==> src/hw/rtl/apa_pkg.sv <==
// apa_pkg: shared types, constants and the reset image of the occupancy tree
// for the address pool allocator; no dependencies
package apa_pkg;

  localparam int unsigned AddrBits  = 32;
  localparam int unsigned HostBits  = 8;
  localparam int unsigned NodeBits  = HostBits + 1;
  localparam int unsigned TreeDepth = 1 << NodeBits;

  typedef logic [NodeBits-1:0] node_t;
  typedef logic [HostBits-1:0] host_t;
  typedef logic [AddrBits-1:0] addr_t;

  localparam node_t NodeRoot    = node_t'(1);
  localparam node_t LeafBase    = node_t'(1 << HostBits);
  localparam host_t HostBcast   = '1;
  localparam host_t HostBcastM1 = HostBcast ^ host_t'(1);

  localparam logic KindAlloc = 1'b0;
  localparam logic KindFree  = 1'b1;

  localparam logic [2:0] StOk       = 3'd0;
  localparam logic [2:0] StTaken    = 3'd1;
  localparam logic [2:0] StIllegal  = 3'd2;
  localparam logic [2:0] StFull     = 3'd3;
  localparam logic [2:0] StNotAlloc = 3'd4;

  typedef struct packed {
    logic  kind;
    addr_t address;
  } req_t;

  typedef struct packed {
    addr_t      granted_address;
    logic [2:0] status;
  } rsp_t;

  // one read and one write port of the mark memory
  typedef struct packed {
    logic  we;
    node_t waddr;
    logic  wdata;
    node_t raddr;
  } mem_req_t;

  // marks after reset: network, broadcast and broadcast-minus-one leaves,
  // plus the parent of the last two, which is then full
  function automatic logic reset_mark(node_t idx);
    logic m;
    m = (idx == LeafBase) ||
        (idx == (LeafBase | node_t'(HostBcast))) ||
        (idx == (LeafBase | node_t'(HostBcastM1))) ||
        (idx == ((LeafBase | node_t'(HostBcast)) >> 1));
    return m;
  endfunction

endpackage

==> src/hw/rtl/address_pool_allocator.sv <==
// address_pool_allocator: top level with the prefix register, the result
// register and the tree walker and mark memory; uses apa_pkg, apa_mark_ram,
// apa_walker
//
// usage:
// - in channel (in_valid_i / in_ready_o / in_req_i): one beat is one request,
//   kind 0 allocates (address is the wished-for host), kind 1 frees
// - out channel (out_valid_o / out_ready_i / out_rsp_o): one beat per request,
//   granted address and status, in request order
// - cfg_we_i/cfg_wdata_i: user writes subnet_prefix only while idle; unchecked
// - the occupancy tree lives in a one-bit memory of 2^(HOST_BITS+1) entries,
//   read one tree level per cycle through its single registered read port
// - allocate: walks down the tree to a free leaf and marks it, then back up
//   marking full subtrees, and hands the result to the result register; a
//   full pool ends the walk at the root
// - free: walks up from the leaf clearing marks; rejected addresses skip it
// - one request is in flight at a time; the next is taken as soon as the
//   result sits in the output register, even if out_ready_i is low
// - a stalled receiver holds the result register; a finished walk then waits
//   in its done state and no further request is taken
// - after reset a sweep of all 2^(HOST_BITS+1) entries (512) loads the reset
//   image; in_ready_o stays low meanwhile, the prefix register reads zero
module address_pool_allocator import apa_pkg::*; (
  input  logic  clk_i,
  input  logic  rst_ni,
  input  logic  cfg_we_i,
  input  addr_t cfg_wdata_i,
  input  logic  in_valid_i,
  output logic  in_ready_o,
  input  req_t  in_req_i,
  output logic  out_valid_o,
  input  logic  out_ready_i,
  output rsp_t  out_rsp_o
);

  addr_t    prefix_q;
  mem_req_t mem_req;
  logic     mark;
  logic     init_done;
  logic     res_valid;
  logic     res_ready;
  rsp_t     res;
  logic     out_valid_q;
  rsp_t     out_q;

  // subnet prefix; host bits are ignored where it is used
  always_ff @(posedge clk_i or negedge rst_ni) begin
    if (!rst_ni) begin
      prefix_q <= '0;
    end else if (cfg_we_i) begin
      prefix_q <= cfg_wdata_i;
    end
  end

  apa_mark_ram u_mark_ram (
    .clk_i       (clk_i),
    .rst_ni      (rst_ni),
    .req_i       (mem_req),
    .rdata_o     (mark),
    .init_done_o (init_done)
  );

  apa_walker u_walker (
    .clk_i       (clk_i),
    .rst_ni      (rst_ni),
    .in_valid_i  (in_valid_i),
    .in_ready_o  (in_ready_o),
    .in_req_i    (in_req_i),
    .prefix_i    (prefix_q),
    .init_done_i (init_done),
    .mark_i      (mark),
    .mem_o       (mem_req),
    .res_valid_o (res_valid),
    .res_ready_i (res_ready),
    .res_o       (res)
  );

  // result register frees the walker unless it is full and the receiver stalls
  assign res_ready = !out_valid_q || out_ready_i;

  always_ff @(posedge clk_i or negedge rst_ni) begin
    if (!rst_ni) begin
      out_valid_q <= 1'b0;
    end else if (res_ready) begin
      out_valid_q <= res_valid;
    end
  end

  always_ff @(posedge clk_i) begin
    if (res_ready && res_valid) begin
      out_q <= res;
    end
  end

  assign out_valid_o = out_valid_q;
  assign out_rsp_o   = out_q;

endmodule

==> src/hw/rtl/apa_mark_ram.sv <==
// apa_mark_ram: one-bit occupancy memory, one write and one registered read
// per cycle, with a sweep after reset that loads the reset image; uses apa_pkg
module apa_mark_ram import apa_pkg::*; (
  input  logic     clk_i,
  input  logic     rst_ni,
  input  mem_req_t req_i,
  output logic     rdata_o,
  output logic     init_done_o
);

  logic  mem_q [TreeDepth];
  logic  rdata_q;
  node_t sweep_q;
  logic  init_done_q;

  always_ff @(posedge clk_i or negedge rst_ni) begin
    if (!rst_ni) begin
      sweep_q     <= '0;
      init_done_q <= 1'b0;
    end else if (!init_done_q) begin
      sweep_q <= sweep_q + node_t'(1);
      if (sweep_q == '1) begin
        init_done_q <= 1'b1;
      end
    end
  end

  always_ff @(posedge clk_i) begin
    if (!init_done_q) begin
      mem_q[sweep_q] <= reset_mark(sweep_q);
    end else if (req_i.we) begin
      mem_q[req_i.waddr] <= req_i.wdata;
    end
    rdata_q <= mem_q[req_i.raddr];
  end

  assign rdata_o     = rdata_q;
  assign init_done_o = init_done_q;

endmodule

==> src/hw/rtl/apa_walker.sv <==
// apa_walker: sequencer that walks the occupancy tree down for allocate and
// back up to mark full subtrees, or up from a leaf for free; uses apa_pkg
module apa_walker import apa_pkg::*; (
  input  logic     clk_i,
  input  logic     rst_ni,
  input  logic     in_valid_i,
  output logic     in_ready_o,
  input  req_t     in_req_i,
  input  addr_t    prefix_i,
  input  logic     init_done_i,
  input  logic     mark_i,
  output mem_req_t mem_o,
  output logic     res_valid_o,
  input  logic     res_ready_i,
  output rsp_t     res_o
);

  typedef enum logic [2:0] {
    SIdle,
    SRoot,
    SDown,
    SUp,
    SFree,
    SDone
  } state_e;

  state_e     state_q, state_d;
  node_t      node_q, node_d;
  node_t      child_q, child_d;
  host_t      hshift_q, hshift_d;
  host_t      host_q, host_d;
  logic       turned_q, turned_d;
  logic       pref_q, pref_d;
  logic       kind_q, kind_d;
  logic       outside_q, outside_d;
  logic       first_q, first_d;
  logic [2:0] status_q, status_d;

  always_comb begin
    node_t nxt;
    node_t par;
    logic  bn;
    logic  in_pool;
    host_t h;

    state_d   = state_q;
    node_d    = node_q;
    child_d   = child_q;
    hshift_d  = hshift_q;
    host_d    = host_q;
    turned_d  = turned_q;
    pref_d    = pref_q;
    kind_d    = kind_q;
    outside_d = outside_q;
    first_d   = first_q;
    status_d  = status_q;
    mem_o     = '0;

    h       = in_req_i.address[HostBits-1:0];
    in_pool = (in_req_i.address[AddrBits-1:HostBits] == prefix_i[AddrBits-1:HostBits]);
    nxt     = '0;
    par     = '0;
    bn      = 1'b0;

    unique case (state_q)
      SIdle: begin
        if (in_valid_i && init_done_i) begin
          kind_d    = in_req_i.kind;
          outside_d = !in_pool;
          status_d  = StOk;
          turned_d  = 1'b0;
          pref_d    = 1'b0;
          host_d    = '0;
          first_d   = 1'b1;
          if (in_req_i.kind == KindAlloc) begin
            // out-of-pool requests search from host zero
            hshift_d    = in_pool ? h : '0;
            mem_o.raddr = NodeRoot;
            state_d     = SRoot;
          end else if (in_pool && (h == '0 || h == HostBcast || h == HostBcastM1)) begin
            status_d = StIllegal;
            state_d  = SDone;
          end else if (!in_pool) begin
            status_d = StNotAlloc;
            state_d  = SDone;
          end else begin
            node_d      = LeafBase | node_t'(h);
            mem_o.raddr = LeafBase | node_t'(h);
            state_d     = SFree;
          end
        end
      end

      SRoot: begin
        if (mark_i) begin
          status_d = StFull;
          state_d  = SDone;
        end else begin
          child_d     = {NodeRoot[NodeBits-2:0], hshift_q[HostBits-1]};
          mem_o.raddr = {NodeRoot[NodeBits-2:0], hshift_q[HostBits-1]};
          hshift_d    = hshift_q << 1;
          state_d     = SDown;
        end
      end

      SDown: begin
        if (mark_i) begin
          // full subtree: take the sibling, prefer the refused bit below
          nxt = child_q ^ node_t'(1);
          if (!turned_q) begin
            turned_d = 1'b1;
            pref_d   = child_q[0];
            status_d = StTaken;
          end
        end else begin
          nxt = child_q;
        end
        if (nxt[NodeBits-1]) begin
          mem_o.we    = 1'b1;
          mem_o.waddr = nxt;
          mem_o.wdata = 1'b1;
          mem_o.raddr = nxt ^ node_t'(1);
          node_d      = nxt;
          host_d      = nxt[HostBits-1:0];
          state_d     = SUp;
        end else begin
          bn          = turned_d ? pref_d : hshift_q[HostBits-1];
          child_d     = {nxt[NodeBits-2:0], bn};
          mem_o.raddr = {nxt[NodeBits-2:0], bn};
          hshift_d    = hshift_q << 1;
        end
      end

      SUp: begin
        par = node_q >> 1;
        if (mark_i) begin
          mem_o.we    = 1'b1;
          mem_o.waddr = par;
          mem_o.wdata = 1'b1;
          if (par == NodeRoot) begin
            state_d = SDone;
          end else begin
            mem_o.raddr = par ^ node_t'(1);
            node_d      = par;
          end
        end else begin
          state_d = SDone;
        end
      end

      SFree: begin
        par = node_q >> 1;
        if (mark_i) begin
          mem_o.we    = 1'b1;
          mem_o.waddr = node_q;
          mem_o.wdata = 1'b0;
          first_d     = 1'b0;
          if (par == '0) begin
            state_d = SDone;
          end else begin
            mem_o.raddr = par;
            node_d      = par;
          end
        end else begin
          status_d = first_q ? StNotAlloc : StOk;
          state_d  = SDone;
        end
      end

      SDone: begin
        if (res_ready_i) begin
          state_d = SIdle;
        end
      end

      default: state_d = SIdle;
    endcase
  end

  always_ff @(posedge clk_i or negedge rst_ni) begin
    if (!rst_ni) begin
      state_q   <= SIdle;
      node_q    <= '0;
      child_q   <= '0;
      hshift_q  <= '0;
      host_q    <= '0;
      turned_q  <= 1'b0;
      pref_q    <= 1'b0;
      kind_q    <= KindAlloc;
      outside_q <= 1'b0;
      first_q   <= 1'b0;
      status_q  <= StOk;
    end else begin
      state_q   <= state_d;
      node_q    <= node_d;
      child_q   <= child_d;
      hshift_q  <= hshift_d;
      host_q    <= host_d;
      turned_q  <= turned_d;
      pref_q    <= pref_d;
      kind_q    <= kind_d;
      outside_q <= outside_d;
      first_q   <= first_d;
      status_q  <= status_d;
    end
  end

  assign in_ready_o  = (state_q == SIdle) && init_done_i;
  assign res_valid_o = (state_q == SDone);

  always_comb begin
    res_o = '0;
    if (kind_q == KindAlloc) begin
      res_o.status = (outside_q && status_q != StFull) ? StIllegal : status_q;
      if (status_q != StFull) begin
        res_o.granted_address = {prefix_i[AddrBits-1:HostBits], host_q};
      end
    end else begin
      res_o.status = status_q;
    end
  end

endmodule
==> config.mk <==
export PLATFORM = sky130hd
export DESIGN_NAME = address_pool_allocator
export DESIGN_NICKNAME = d
export VERILOG_FILES = /design/src/hw/rtl/apa_pkg.sv /design/src/hw/rtl/address_pool_allocator.sv /design/src/hw/rtl/apa_mark_ram.sv /design/src/hw/rtl/apa_walker.sv
export SDC_FILE = /design/constraint.sdc
export NUM_CORES = 1
export LEC_CHECK = 0
export ABC_AREA = 1
export BUFFER_PORTS_ARGS = -buffer_cell sky130_fd_sc_hd__buf_4
export CAP_MARGIN = 25
export CORE_ASPECT_RATIO = 1.5
export CORE_UTILIZATION = 45
export CTS_CLUSTER_DIAMETER = 60
export DETAILED_ROUTE_END_ITERATION = 10
export PLACE_DENSITY_LB_ADDON = 0.15
export SLEW_MARGIN = 20
export SYNTH_ARGS = -nofsm -noshare
export SYNTH_HDL_FRONTEND = slang
export SYNTH_HIERARCHICAL = 1
export SYNTH_SLANG_ARGS = --single-unit
==> constraint.sdc <==
create_clock -name clk_i -period 23.9 [get_ports clk_i]
set_clock_uncertainty 0.05 [all_clocks]
set_input_delay 4.78 -clock clk_i [delete_from_list [all_inputs] [get_ports clk_i]]
set_output_delay 4.78 -clock clk_i [all_outputs]
set_load 0.01 [all_outputs]
==> run summary <==
Clk root buf - clkbuf_16
Peak supply drop - 0.0000621 V
Worst Hold Class - flop to flop
Critical path data arrival time - 9.92 ns
RePlAce Congestion - 0.886
Internal - 0.00173 W
Std-Cell Rows - 114
DIE HEIGHT - 316 um
Hold Buf Count CTS - 0
Total CTS buffers - 58
Sw Pwr - 0.000437 W
Post-CTS sizing - 0
Uppermost layer routed - met4
Slew HR - 31.3%
Slew @ Worst Pin - 1.03 ns
Clock slew at reported path FFs - 0.07 ns
WL final - 83,100 um
DR pass1 iterations - 5
Vias - 22,100
Sw Share - 20.1%
Pwr Density - 65.7 nW/um2
Initial Util - 45.6%
Post-CTS setup buffers - 0
Cell family with most CP delay - simple AND/OR/NAND/NOR gates
CTS tree - done
Pin count of the biggest net entering global routing - 143
Htree depth - 2
GR Util All Layers - 25.0%
Mapped cell area - 29,600 um2
Clock power share - 43.9%
Clk buf depth - 3
Buffers on Ports - 98
Die Width - 211 um
Reg-to-reg startpoint - u_walker/state_q[1]
Final ANT Viol Nets - 0
RSZ-0062 raised after global routing - no
Crit-path max cell delay - 0.60 ns
Synthesized area per cell - 9.46 um2
Fin util - 50.9%
Sequential power share - 54.5%
Min-delay src - u_mark_ram/sweep_q[7]
Post-route DRC - 0
First-pass GRT wire length - 125,000 um
Fillers - 5,995
Fin. max-slew vios - 0
GRT overflow - 0
Number of max-cap violations - 0
P_leak - 11.8 nW
Vias per cell - 5.48
WHS - 0.448 ns
Final Cell Area - 33,000 um2
CP Class - primary input to flop
Met2 routed WL - 43,600 um
Mapped Nets - 3,199
Metal3 WL - 5070 um
Number of global-route vias before repair - 21,900
Initial antenna violation count - 1
CP Buf/Inv Count - 5
Critical path's slowest cell - buf_12
Status - complete, no violations
CP required - 24.44 ns
Area Growth Syn to Fin - 11.6%
Top Ports - 107
Clk sinks - 628
Post-layout net count - 3,193
Met1 WL - 30,800 um
Comb pwr share - 1.6%
Share of cells above drive strength 1 - 11.0%
CP max FO - 129
WL per Instance - 20.6 um
Count of final setup violators - 0
Core area - 64,800 um2
Starting DRT DRC Count - 1,689
Dpl hpwl - 47,100 um
Final hold violations - 0
Final TNS setup - 0 ns
Clock insertion delay at the later pin of the skew report - 0.64 ns
Most used cell, CP - nand2_1
Yosys synthesis warning count - 6
CP Launch Type - primary input
Worst Setup SP - in_req_i[24]
Period minus WS final - 9.38 ns
Final period util - 39.3%
Die Area - 66,700 um2
Post-Syn Instances - 3,124
Fmax - 107 MHz
Placed Area - 31,000 um2
CP Capture Type - flop
## worst paths after layout
| path | endpoint | slack (ns) | cells past startpoint |
|---|---|---|---|
| hold reg to reg | u_mark_ram/sweep_q[7] | 0.45 | 1 |
| setup / recovery | u_mark_ram/rdata_o | 14.52 | 25 |
| min in group asynchronous | u_walker/state_q[0] | 3.95 | 1 |
| setup reg to reg | u_mark_ram/rdata_o | 18.06 | 24 |
| hold / removal | u_mark_ram/sweep_q[7] | 0.45 | 1 |
| max in group asynchronous | prefix_q[28] | 18.69 | 2 |
## worst reg2reg max path: stages (launching register included)
cell	delay, ns
dfrtp_1	0.41
nor2_1	0.37
inv_1	0.13
nor2_1	0.36
nand2_1	0.19
buf_4	0.24
inv_1	0.10
nand2_1	0.07
o221ai_1	0.18
a21oi_1	0.14
nand2_4	0.59
buf_4	0.80
buf_4	0.85
nand2_1	0.17
nand3_1	0.12
nand3_1	0.08
nand3_1	0.16
nand3_1	0.11
nand3_1	0.11
nand2_1	0.13
nand2_1	0.09
nand3_1	0.08
nand2_1	0.13
nand2_1	0.06
nand2_1	0.05
## stage by stage
stage	instances	worst slack (ns)	power [W]
2_1_floorplan	3124	3.86	0.00122
3_5_place_dp	3927	13.82	0.00124
6_report	4038	14.52	0.00217
4_1_cts	4035	14.49	0.00219
5_1_grt	4037	14.26	0.00223
3_3_place_gp	3919	13.85	0.00124
## area by class of cell
class                           count  area (um2)  share of cell area (%)
Antenna cell                        2        5.00                  0.0152
Multi-Input combinational cell   2129        9700                    29.4
Clock buffer                       73        1520                    4.60
Timing Repair Buffer              139        1200                    3.64
Tap cell                          870        1090                    3.30
Sequential cell                   628       18400                    56.0
Inverter                          162         621                    1.88
Clock inverter                     35         398                    1.21
## state kept, by name, summed over array words and instances, names as in the netlist
signal                  cells
u_walker/state_q            3
u_mark_ram/mem_q          512
prefix_q                   24
u_walker/first_q            1
u_walker/turned_q           1
u_walker/pref_q             1
u_walker/hshift_q           8
u_walker/child_q            9
u_walker/host_q             8
u_walker/node_q             9
u_mark_ram/rdata_o          1
u_walker/status_q           3
u_mark_ram/sweep_q          9
u_walker/kind_q             1
u_mark_ram/init_done_o      1
out_valid_o                 1
u_walker/outside_q          1
out_rsp_o                  35
## power groups by stage
stage | clock, W | sequential (W) | combinational [W]
after floorplan | 0 | 0.00121 | 0.0000194
after global placement | 0 | 0.00121 | 0.0000339
after detailed placement | 0 | 0.00121 | 0.0000341
after CTS | 0.000969 | 0.00118 | 0.0000344
after global routing | 0.00100 | 0.00118 | 0.0000384
final | 0.000951 | 0.00118 | 0.0000339
## layout by cell type, fill, tap and decap left out, types with 6 or more instances in the layout
master	n
clkbuf_16	58
bufinv_16	8
xnor2_1	6
nor2_1	632
inv_1	149
edfxtp_1	547
nor2_4	7
inv_2	9
nor3_1	8
xor2_1	17
nand3_1	547
clkinv_1	11
buf_4	127
o21ai_0	30
nand4_1	6
dfrtp_1	80
clkinv_2	8
nand2_1	712
a21oi_1	20
nand2_4	11
o21ai_2	27
inv_6	6
buf_12	7
nor2_8	7
o21ai_1	6
o221ai_1	7
nand2_2	41
clkbuf_1	14
## layer usage
layer | GRT usage, % | vias to the layer above
li1 | - | 10400
met1 | 28.7 | 10800
met2 | 45.9 | 731
met3 | 3.42 | 200
met4 | 11.3 | 0
met5 | 0 | -
Power figures use the tool's default switching activity.
